`src/hdl/rsc_pkg.sv`:
```
package rsc_pkg;

    localparam int STACK_DEPTH_DEF = 16;
    localparam int DIV_STEPS       = 48;
    localparam int ITER_W          = 16;

    localparam logic signed [31:0] Q_ONE   = 32'sh0001_0000;
    localparam logic signed [31:0] S32_MAX = 32'sh7FFF_FFFF;
    localparam logic signed [31:0] S32_MIN = 32'sh8000_0000;

    typedef enum logic [2:0] {
        REQ_PUSH = 3'd0,
        REQ_ADD  = 3'd1,
        REQ_SUB  = 3'd2,
        REQ_MUL  = 3'd3,
        REQ_DIV  = 3'd4,
        REQ_POW  = 3'd5
    } t_req;

    typedef enum logic [2:0] {
        ST_OK    = 3'd0,
        ST_FEW   = 3'd1,
        ST_FULL  = 3'd2,
        ST_DIVZ  = 3'd3,
        ST_SAT   = 3'd4
    } t_status;

    typedef enum logic [3:0] {
        S_IDLE,
        S_DECODE,
        S_ALU,
        S_MUL_P,
        S_MUL_S,
        S_DIV_STEP,
        S_DIV_FIN,
        S_COMMIT,
        S_RESP
    } t_state;

    typedef struct packed {
        logic capture;
        logic fetch;
        logic alu;
        logic mul_prod;
        logic mul_sat;
        logic div_step;
        logic div_fin;
        logic commit;
    } t_dp_cmd;

    typedef struct packed {
        logic [2:0] req;
        logic       few;
        logic       pow_trivial;
        logic       div_zero;
        logic       iter_last;
    } t_dp_stat;

endpackage

```
`src/hdl/rsc_ctrl.sv`:
```
module rsc_ctrl (
    input  logic              i_clk,
    input  logic              i_rst_n,
    input  logic              i_in_valid,
    output logic              o_in_ready,
    output logic              o_out_valid,
    input  logic              i_out_ready,
    input  rsc_pkg::t_dp_stat i_stat,
    output rsc_pkg::t_dp_cmd  o_cmd
);
    import rsc_pkg::*;

    t_state r_state;
    t_state n_state;

    always_ff @(posedge i_clk) begin
        if (!i_rst_n) begin
            r_state <= S_IDLE;
        end else begin
            r_state <= n_state;
        end
    end

    // next state
    always_comb begin
        n_state = r_state;
        unique case (r_state)
            S_IDLE: begin
                if (i_in_valid) begin
                    n_state = S_DECODE;
                end
            end
            S_DECODE: begin
                priority if (i_stat.req == REQ_PUSH || i_stat.req > REQ_POW || i_stat.few) begin
                    n_state = S_COMMIT;
                end else if (i_stat.req == REQ_MUL) begin
                    n_state = S_MUL_P;
                end else if (i_stat.req == REQ_POW) begin
                    n_state = i_stat.pow_trivial ? S_ALU : S_MUL_P;
                end else if (i_stat.req == REQ_DIV) begin
                    n_state = i_stat.div_zero ? S_ALU : S_DIV_STEP;
                end else begin
                    n_state = S_ALU;
                end
            end
            S_ALU:      n_state = S_COMMIT;
            S_MUL_P:    n_state = S_MUL_S;
            S_MUL_S:    n_state = i_stat.iter_last ? S_COMMIT : S_MUL_P;
            S_DIV_STEP: n_state = i_stat.iter_last ? S_DIV_FIN : S_DIV_STEP;
            S_DIV_FIN:  n_state = S_COMMIT;
            S_COMMIT:   n_state = S_RESP;
            S_RESP: begin
                if (i_out_ready) begin
                    n_state = S_IDLE;
                end
            end
            default:    n_state = S_IDLE;
        endcase
    end

    // outputs
    always_comb begin
        o_cmd          = '0;
        o_in_ready     = 1'b0;
        o_out_valid    = 1'b0;
        unique case (r_state)
            S_IDLE: begin
                o_in_ready  = 1'b1;
                o_cmd.capture = i_in_valid;
            end
            S_DECODE:   o_cmd.fetch    = 1'b1;
            S_ALU:      o_cmd.alu      = 1'b1;
            S_MUL_P:    o_cmd.mul_prod = 1'b1;
            S_MUL_S:    o_cmd.mul_sat  = 1'b1;
            S_DIV_STEP: o_cmd.div_step = 1'b1;
            S_DIV_FIN:  o_cmd.div_fin  = 1'b1;
            S_COMMIT:   o_cmd.commit   = 1'b1;
            S_RESP:     o_out_valid    = 1'b1;
            default:    o_cmd          = '0;
        endcase
    end

endmodule

```
`src/hdl/rsc_dp.sv`:
```
module rsc_dp #(
    parameter int STACK_DEPTH = rsc_pkg::STACK_DEPTH_DEF
) (
    input  logic              i_clk,
    input  logic              i_rst_n,
    input  rsc_pkg::t_dp_cmd  i_cmd,
    output rsc_pkg::t_dp_stat o_stat,
    input  logic [2:0]        i_req_type,
    input  logic [31:0]       i_operand_value,
    output logic [31:0]       o_result_value,
    output logic [31:0]       o_top_value,
    output logic [4:0]        o_stack_depth,
    output logic [2:0]        o_status
);
    import rsc_pkg::*;

    localparam int AW = $clog2(STACK_DEPTH);
    localparam int CW = $clog2(STACK_DEPTH + 1);

    logic [31:0]       r_mem [STACK_DEPTH];
    logic [31:0]       r_rd_q;
    logic [CW-1:0]     r_cnt;
    logic [31:0]       r_top;
    logic [2:0]        r_req;
    logic [31:0]       r_val;
    logic signed [31:0] r_lhs, r_rhs, r_acc, r_res;
    logic signed [63:0] r_prod;
    logic [ITER_W-1:0] r_iter;
    logic [31:0]       r_rem, r_dvs;
    logic [47:0]       r_quo;
    logic              r_sat, r_dz;
    logic [31:0]       r_o_res, r_o_top;
    logic [4:0]        r_o_depth;
    logic [2:0]        r_o_status;

    logic [AW-1:0]     rd_addr;
    logic              full, few;
    logic [16:0]       pow_ceil;
    logic [ITER_W-1:0] pow_n;
    logic signed [32:0] sum;
    logic signed [47:0] mul_v;
    logic              mul_ovf;
    logic signed [31:0] mul_q;
    logic [32:0]       div_sh;
    logic              div_ge;
    logic              div_neg;
    logic [CW-1:0]     cnt_new;
    logic [31:0]       cnt_ext;

    assign rd_addr = AW'(r_cnt - CW'(2));
    assign full    = (r_cnt == CW'(STACK_DEPTH));
    assign few     = (r_cnt < CW'(2));

    assign pow_ceil = {1'b0, r_top[31:16]} + {16'd0, |r_top[15:0]};
    assign pow_n    = ITER_W'(pow_ceil - 17'd1);

    // decode happens before the operands are latched: look at the top entry
    assign o_stat.req         = r_req;
    assign o_stat.few         = few;
    assign o_stat.pow_trivial = ($signed(r_top) <= Q_ONE);
    assign o_stat.div_zero    = (r_top == '0);
    assign o_stat.iter_last   = (r_iter == ITER_W'(1));

    // add / subtract
    always_comb begin
        if (r_req == REQ_SUB) begin
            sum = {r_lhs[31], r_lhs} - {r_rhs[31], r_rhs};
        end else begin
            sum = {r_lhs[31], r_lhs} + {r_rhs[31], r_rhs};
        end
    end

    // Q16.16 product, truncated toward zero
    assign mul_v   = r_prod[63:16] + {47'd0, r_prod[63] & (|r_prod[15:0])};
    assign mul_ovf = (mul_v[47:31] != {17{mul_v[31]}});
    assign mul_q   = mul_ovf ? (mul_v[47] ? S32_MIN : S32_MAX) : mul_v[31:0];

    // restoring divide step
    assign div_sh  = {r_rem, r_quo[47]};
    assign div_ge  = (div_sh >= {1'b0, r_dvs});
    assign div_neg = r_lhs[31] ^ r_rhs[31];

    // stack memory
    always_ff @(posedge i_clk) begin
        r_rd_q <= r_mem[rd_addr];
        if (i_cmd.commit) begin
            if (r_req == REQ_PUSH && !full) begin
                r_mem[r_cnt[AW-1:0]] <= r_val;
            end else if (r_req >= REQ_ADD && r_req <= REQ_POW && !few) begin
                r_mem[rd_addr] <= r_res;
            end
        end
    end

    always_comb begin
        cnt_new = r_cnt;
        if (r_req == REQ_PUSH && !full) begin
            cnt_new = r_cnt + CW'(1);
        end else if (r_req >= REQ_ADD && r_req <= REQ_POW && !few) begin
            cnt_new = r_cnt - CW'(1);
        end
    end
    assign cnt_ext = 32'(cnt_new);

    always_ff @(posedge i_clk) begin
        if (!i_rst_n) begin
            r_cnt <= '0;
        end else if (i_cmd.commit) begin
            r_cnt <= cnt_new;
        end
    end

    // operand and arithmetic registers
    always_ff @(posedge i_clk) begin
        if (i_cmd.capture) begin
            r_req <= i_req_type;
            r_val <= i_operand_value;
        end
        if (i_cmd.fetch) begin
            r_lhs <= r_rd_q;
            r_rhs <= r_top;
            r_sat <= 1'b0;
            r_dz  <= 1'b0;
            r_res <= '0;
            r_acc <= (r_req == REQ_POW) ? r_rd_q : r_top;
            priority if (r_req == REQ_POW) begin
                r_iter <= pow_n;
            end else if (r_req == REQ_DIV) begin
                r_iter <= ITER_W'(DIV_STEPS);
            end else begin
                r_iter <= ITER_W'(1);
            end
            r_rem <= '0;
            r_quo <= {(r_rd_q[31] ? 32'(-r_rd_q) : r_rd_q), 16'd0};
            r_dvs <= r_top[31] ? 32'(-r_top) : r_top;
        end
        if (i_cmd.alu) begin
            priority if (r_req == REQ_POW) begin
                r_res <= (r_rhs == '0) ? Q_ONE : r_lhs;
            end else if (r_req == REQ_DIV) begin
                r_dz <= 1'b1;
                priority if (r_lhs == '0) begin
                    r_res <= '0;
                end else if (r_lhs[31]) begin
                    r_res <= S32_MIN;
                end else begin
                    r_res <= S32_MAX;
                end
            end else begin
                if (sum[32] != sum[31]) begin
                    r_sat <= 1'b1;
                    r_res <= sum[32] ? S32_MIN : S32_MAX;
                end else begin
                    r_res <= sum[31:0];
                end
            end
        end
        if (i_cmd.mul_prod) begin
            r_prod <= r_lhs * r_acc;
        end
        if (i_cmd.mul_sat) begin
            r_acc  <= mul_q;
            r_res  <= mul_q;
            r_sat  <= r_sat | mul_ovf;
            r_iter <= r_iter - ITER_W'(1);
        end
        if (i_cmd.div_step) begin
            r_rem  <= div_ge ? 32'(div_sh - {1'b0, r_dvs}) : div_sh[31:0];
            r_quo  <= {r_quo[46:0], div_ge};
            r_iter <= r_iter - ITER_W'(1);
        end
        if (i_cmd.div_fin) begin
            priority if (!div_neg && r_quo > 48'h0000_7FFF_FFFF) begin
                r_sat <= 1'b1;
                r_res <= S32_MAX;
            end else if (div_neg && r_quo > 48'h0000_8000_0000) begin
                r_sat <= 1'b1;
                r_res <= S32_MIN;
            end else begin
                r_res <= div_neg ? 32'(-r_quo[31:0]) : r_quo[31:0];
            end
        end
    end

    // result registers and tracked top of stack
    always_ff @(posedge i_clk) begin
        if (i_cmd.commit) begin
            r_o_depth <= cnt_ext[4:0];
            priority if (r_req == REQ_PUSH) begin
                if (full) begin
                    r_o_res    <= '0;
                    r_o_top    <= r_top;
                    r_o_status <= ST_FULL;
                end else begin
                    r_top      <= r_val;
                    r_o_res    <= r_val;
                    r_o_top    <= r_val;
                    r_o_status <= ST_OK;
                end
            end else if (r_req > REQ_POW) begin
                r_o_res    <= '0;
                r_o_top    <= (r_cnt == '0) ? '0 : r_top;
                r_o_status <= ST_OK;
            end else if (few) begin
                r_o_res    <= '0;
                r_o_top    <= (r_cnt == '0) ? '0 : r_top;
                r_o_status <= ST_FEW;
            end else begin
                r_top      <= r_res;
                r_o_res    <= r_res;
                r_o_top    <= r_res;
                r_o_status <= r_dz ? ST_DIVZ : (r_sat ? ST_SAT : ST_OK);
            end
        end
    end

    assign o_result_value = r_o_res;
    assign o_top_value    = r_o_top;
    assign o_stack_depth  = r_o_depth;
    assign o_status       = r_o_status;

    a_cnt_bound: assert property (@(posedge i_clk) disable iff (!i_rst_n)
        r_cnt <= CW'(STACK_DEPTH))
        else $error("stack count beyond depth");

    a_full_push: assert property (@(posedge i_clk) disable iff (!i_rst_n)
        (i_cmd.commit && r_req == REQ_PUSH && full) |=> $stable(r_cnt))
        else $error("refused push changed the stack");

    a_div_nz: assert property (@(posedge i_clk) disable iff (!i_rst_n)
        i_cmd.div_step |-> (r_dvs != '0))
        else $error("divide iteration with zero divisor");

endmodule

```
`src/hdl/rpn_stack_calculator_top.sv`:
```
// Operand stack calculator, signed Q16.16. Each input transfer either pushes
// i_operand_value, applies add, subtract, multiply, divide or power to the
// two top entries (second entry is the left operand) or, for the two unused
// codes, changes nothing; exactly one output transfer follows each input
// transfer. One item is processed at a time. Push, too few operands, refused
// push and unused codes go from decode to commit; add, subtract, divide by
// zero and trivial power pass through the ALU step; multiply through the
// product and saturation steps; divide takes one quotient bit per cycle over
// a 48-bit scaled dividend, then a final step; power repeats the product and
// saturation steps ceil(exponent)-1 times through the single 32x32 multiplier
// and its registered saturation stage. The next input transfer can be taken
// in the cycle after the output transfer. Stack entries live in a
// STACK_DEPTH-entry memory with registered read; the top entry is kept in a
// register so only the second entry is read from memory.
module rpn_stack_calculator_top #(
    parameter int STACK_DEPTH = rsc_pkg::STACK_DEPTH_DEF
) (
    input  logic        i_clk,
    input  logic        i_rst_n,
    input  logic        i_in_valid,
    output logic        o_in_ready,
    input  logic [2:0]  i_req_type,
    input  logic [31:0] i_operand_value,
    output logic        o_out_valid,
    input  logic        i_out_ready,
    output logic [31:0] o_result_value,
    output logic [31:0] o_top_value,
    output logic [4:0]  o_stack_depth,
    output logic [2:0]  o_status
);
    import rsc_pkg::*;

    t_dp_cmd  cmd;
    t_dp_stat stat;

    // sequencer: decode, arithmetic iteration, commit, respond
    rsc_ctrl u_ctrl (
        .i_clk       (i_clk),
        .i_rst_n     (i_rst_n),
        .i_in_valid  (i_in_valid),
        .o_in_ready  (o_in_ready),
        .o_out_valid (o_out_valid),
        .i_out_ready (i_out_ready),
        .i_stat      (stat),
        .o_cmd       (cmd)
    );

    // stack memory, multiplier, divider and result registers
    rsc_dp #(
        .STACK_DEPTH (STACK_DEPTH)
    ) u_dp (
        .i_clk           (i_clk),
        .i_rst_n         (i_rst_n),
        .i_cmd           (cmd),
        .o_stat          (stat),
        .i_req_type      (i_req_type),
        .i_operand_value (i_operand_value),
        .o_result_value  (o_result_value),
        .o_top_value     (o_top_value),
        .o_stack_depth   (o_stack_depth),
        .o_status        (o_status)
    );

endmodule

```
`config.mk`:
```
export PLATFORM = sky130hd
export DESIGN_NAME = rpn_stack_calculator_top
export DESIGN_NICKNAME = d
export VERILOG_FILES = /design/src/hdl/rsc_pkg.sv /design/src/hdl/rsc_ctrl.sv /design/src/hdl/rsc_dp.sv /design/src/hdl/rpn_stack_calculator_top.sv
export SDC_FILE = /design/constraint.sdc
export NUM_CORES = 2
export LEC_CHECK = 0
export BUFFER_PORTS_ARGS = -buffer_cell sky130_fd_sc_hd__buf_4
export CORE_MARGIN = 2
export CORE_UTILIZATION = 35
export CTS_BUF_LIST = sky130_fd_sc_hd__clkbuf_4 sky130_fd_sc_hd__clkbuf_8
export DETAILED_ROUTE_END_ITERATION = 6
export HOLD_SLACK_MARGIN = 0.05
export PLACE_DENSITY_LB_ADDON = 0.15
export SLEW_MARGIN = 40
export SYNTH_ARGS = -nofsm -noshare
export SYNTH_HDL_FRONTEND = slang
export SYNTH_HIERARCHICAL = 1
export SYNTH_SLANG_ARGS = --single-unit
```
`constraint.sdc`:
```
create_clock -name i_clk -period 8.3 [get_ports i_clk]
set_input_delay 0 -clock i_clk [delete_from_list [all_inputs] [get_ports i_clk]]
set_output_delay 0 -clock i_clk [all_outputs]
set_load 0.01 [all_outputs]
```
==> results.sh <==
export IMPL_status="complete, no violations"
export IMPL_worst_slack_ns=0.2903
export IMPL_crit_path_frequent_cell="fa_1"
export IMPL_min_from="i_operand_value[16]"
export IMPL_overflow=0
export IMPL_fill_cells=22796
export IMPL_antenna_found_initial=21
export IMPL_track_usage_pct=21.53
export IMPL_final_setup_viol_count=0
export IMPL_path_clk_slew_ns=0.06
export IMPL_synthCells=7174
export IMPL_fp_coreArea_sq_mm=0.2356
export IMPL_path_class="register to register"
export IMPL_drt_iter0_markers=4269
export IMPL_grt_max_degree=94
export IMPL_synth_edff_count=970
export IMPL_crit_fanout=23
export IMPL_antenna_left=0
export IMPL_ios=113
export IMPL_min_to="u_dp/r_val[16]"
export IMPL_wl_um=257400
export IMPL_synth_area_sq_mm=0.08309
export IMPL_ys_ff_latch=1013
export IMPL_cp_end_kind="register"
export IMPL_cts_root_buf="clkbuf_8"
export IMPL_r2r_setup_slack_ns=0.29
export IMPL_min_period_over_period_pct=96.50
export IMPL_cap_violations=0
export IMPL_cts_buffer_depth=3
export IMPL_whs_path_depth=3
export IMPL_r2r_end="u_dp/r_prod[62]"
export IMPL_cts_tree="built"
export IMPL_die_h_um=491.2
export IMPL_crit_buf_inv=8
export IMPL_drt_pass1_iter_count=6
export IMPL_fmax_ghz=0.1248
export IMPL_synth_async_reset_ratio_pct=0
export IMPL_critPathArrivalTime_ns=8.60
export IMPL_critPathRequiredTime_ns=8.89
export IMPL_first_global_vias=58777
export IMPL_slowest_delay_ns=0.56
export IMPL_multiInputGateArea_sq_mm=0.04799
export IMPL_drv_slew=0
export IMPL_area_growth_pct=13.98
export IMPL_start_util_pct=35.26
export IMPL_via_count=55750
export IMPL_hpwlAfterDp_um=194000
export IMPL_yosysWarnings=6
export IMPL_drc=0
export IMPL_cts_sinks=1013
export IMPL_fin_nets=8878
export IMPL_crit_family="adder cells"
export IMPL_numPortBuffers=112
export IMPL_worstSetupStartpointType="register"
export IMPL_yosys_cell_types_count=90
export IMPL_cts_htree_levels=4
export IMPL_avgSynthCellArea_sq_um=11.58
export IMPL_avgRoutedWirePerCell_um=23.84
export IMPL_tightest_slew_ns=0.8722
export IMPL_min_period_ns=8.010
export IMPL_synthFlopType="edfxtp_1"
export IMPL_die_area_sq_mm=0.2413
export IMPL_gp_congestion=0.9374
export IMPL_cts_made_buffers=176
export IMPL_slew_headroom_pct=41.85
export IMPL_grt_pass1_wl_um=389600
export IMPL_r2r_start="u_dp/r_acc[5]"
export IMPL_syn_nets=8560
export IMPL_clock_latency_ns=0.90
export IMPL_hold_path_class="input port to register"
export IMPL_viasPerCell=5.164
export IMPL_ys_seq_area_share_pct=36.09
export IMPL_reg2reg_depth=29
export IMPL_drive_gt1_share_pct=13.91
export IMPL_dp_slack_ns=-0.1023
export IMPL_regArea_sq_mm=0.03000
export IMPL_rows=178
export IMPL_fp_dieW_um=491.2
export IMPL_finalHoldViolations=0
export IMPL_grt_setup_unrepaired="yes"
export IMPL_finClkSkew_ns=0.04770
export IMPL_slowest_stage="fa_1"
==> stage by stage <==
step	hold slack, ns	setup TNS (ns)	utilization (%)	cell area [sq um]	instances
after global placement	0.1781	-0.5085	38.11	89800	10376
after global routing	0.2953	-0.01197	40.19	94700	10792
final	0.3380	0	40.19	94700	10795
after detailed placement	0.1798	-0.2650	38.21	90030	10384
after CTS	0.2456	0	40.10	94490	10783
after floorplan	0.09887	0	-	83090	7174
==> cell usage after synthesis (42+ instances only) <==
library cell / number / area share, %
a21o_1: 82 / 0.74
a21oi_1: 240 / 1.4
and2_1: 516 / 3.9
clkbuf_1: 369 / 1.7
dfxtp_1: 43 / 1.0
edfxtp_1: 970 / 35
fa_1: 1084 / 26
ha_1: 263 / 4.0
inv_1: 1062 / 4.8
mux2i_1: 62 / 0.75
mux4_2: 160 / 4.3
nand2_1: 722 / 3.3
nand2b_1: 43 / 0.32
nand3_1: 94 / 0.57
nand4_1: 42 / 0.32
nor2_1: 240 / 1.1
nor2b_1: 46 / 0.35
nor3_1: 56 / 0.34
nor4_1: 49 / 0.37
o21ai_0: 157 / 0.95
o31ai_1: 56 / 0.51
xnor2_1: 188 / 2.0
xor2_1: 134 / 1.4
==> cells by family (layout without fill, tap and decap cells) <==
| kind of cell | count (synthesis) | after routing | share of synthesized area, % |
|---|---|---|---|
| multiplexers | 258 | 258 | 5.572 |
| AND/OR/NAND/NOR | 1922 | 1922 | 11.51 |
| buffers and inverters | 1468 | 1931 | 6.709 |
| XOR/XNOR | 322 | 322 | 3.394 |
| AO/OA/AOI/OAI | 844 | 844 | 6.646 |
| adder cells (fa/ha/maj) | 1347 | 1347 | 30.08 |
| flip-flops | 1013 | 1013 | 36.09 |
| other | 0 | 8 | 0 |
==> per-layer routing <==
| layer | wire, um | GRT usage [%] | up-vias |
|---|---|---|---|
| met2 | 120300 | 34.75 | 1526 |
| met3 | 13220 | 2.518 | 350 |
| met5 | 57 | 0 | - |
| met1 | 116900 | 30.78 | 29372 |
| li1 | - | - | 24492 |
| met4 | 6902 | 5.556 | 10 |
==> repair_timing <==
item / 4_1_cts / 5_1_grt
gates resized for setup: 4 / 39
pin swaps: 0 / 15
hold endpoints to repair: 79 / 0
endpoints found under the setup margin: 4 / 13
hold buffers: 76 / 0
cloned: 0 / 0
setup buffers: 0 / 3
==> sequential cells by signal (all words and copies together), names as in the netlist, 3 cells and up <==
signal and count:
u_ctrl/r_state 4, u_dp/o_result_value 32, u_dp/o_stack_depth 5, u_dp/o_status 3, u_dp/o_top_value 32, u_dp/r_acc 32
u_dp/r_cnt 5, u_dp/r_dvs 31, u_dp/r_iter 16, u_dp/r_lhs 32, u_dp/r_mem 512, u_dp/r_prod 64
u_dp/r_quo 48, u_dp/r_rd_q 32, u_dp/r_rem 32, u_dp/r_req 3, u_dp/r_res 32, u_dp/r_rhs 32
u_dp/r_top 32, u_dp/r_val 32
==> cell type report <==
cell class                 instances  share of cell area [%]
antenna                            8                 0.02114
sequential                      1013                   31.67
clock inverter                    73                  0.6698
multi-input combinational       4693                   50.68
inverter                        1063                   4.213
timing repair buffer             545                   5.368
tap                             3150                   4.162
clock buffer                     250                   3.217
==> tightest hold or removal path: cells and delay by family <==
| family | cells | cell delay, ns |
|---|---|---|
| buffers and inverters | 3 | 1.13 |
==> layout by cell type (no fill, tap or decap), types with 187 or more instances in the layout <==
cell	netlist	layout
a21oi_1	240	232
xnor2_1	188	187
inv_1	1062	1059
nor2_1	240	220
ha_1	263	261
edfxtp_1	970	970
clkbuf_8	0	187
fa_1	1084	1080
buf_4	4	402
nand2_1	722	719
and2_1	516	514
==> worst max-delay path by stage <==
stage	endpoint	from	slack [ns]	cells past startpoint
3_3_place_gp	u_dp/r_prod[61]	u_dp/r_acc[5]	-0.14	29
6_report	u_dp/r_prod[62]	u_dp/r_acc[5]	0.29	29
2_1_floorplan	u_dp/r_prod[63]	u_dp/r_lhs[31]	0.07	28
4_1_cts	u_dp/r_prod[59]	u_dp/r_acc[5]	0.02	28
3_5_place_dp	u_dp/r_prod[61]	u_dp/r_acc[5]	-0.10	29
5_1_grt	u_dp/r_prod[59]	u_dp/r_lhs[31]	-0.007	27
Power is not shown: default switching activity piles up to over one toggle a cycle in this logic, so the estimate is an artifact.
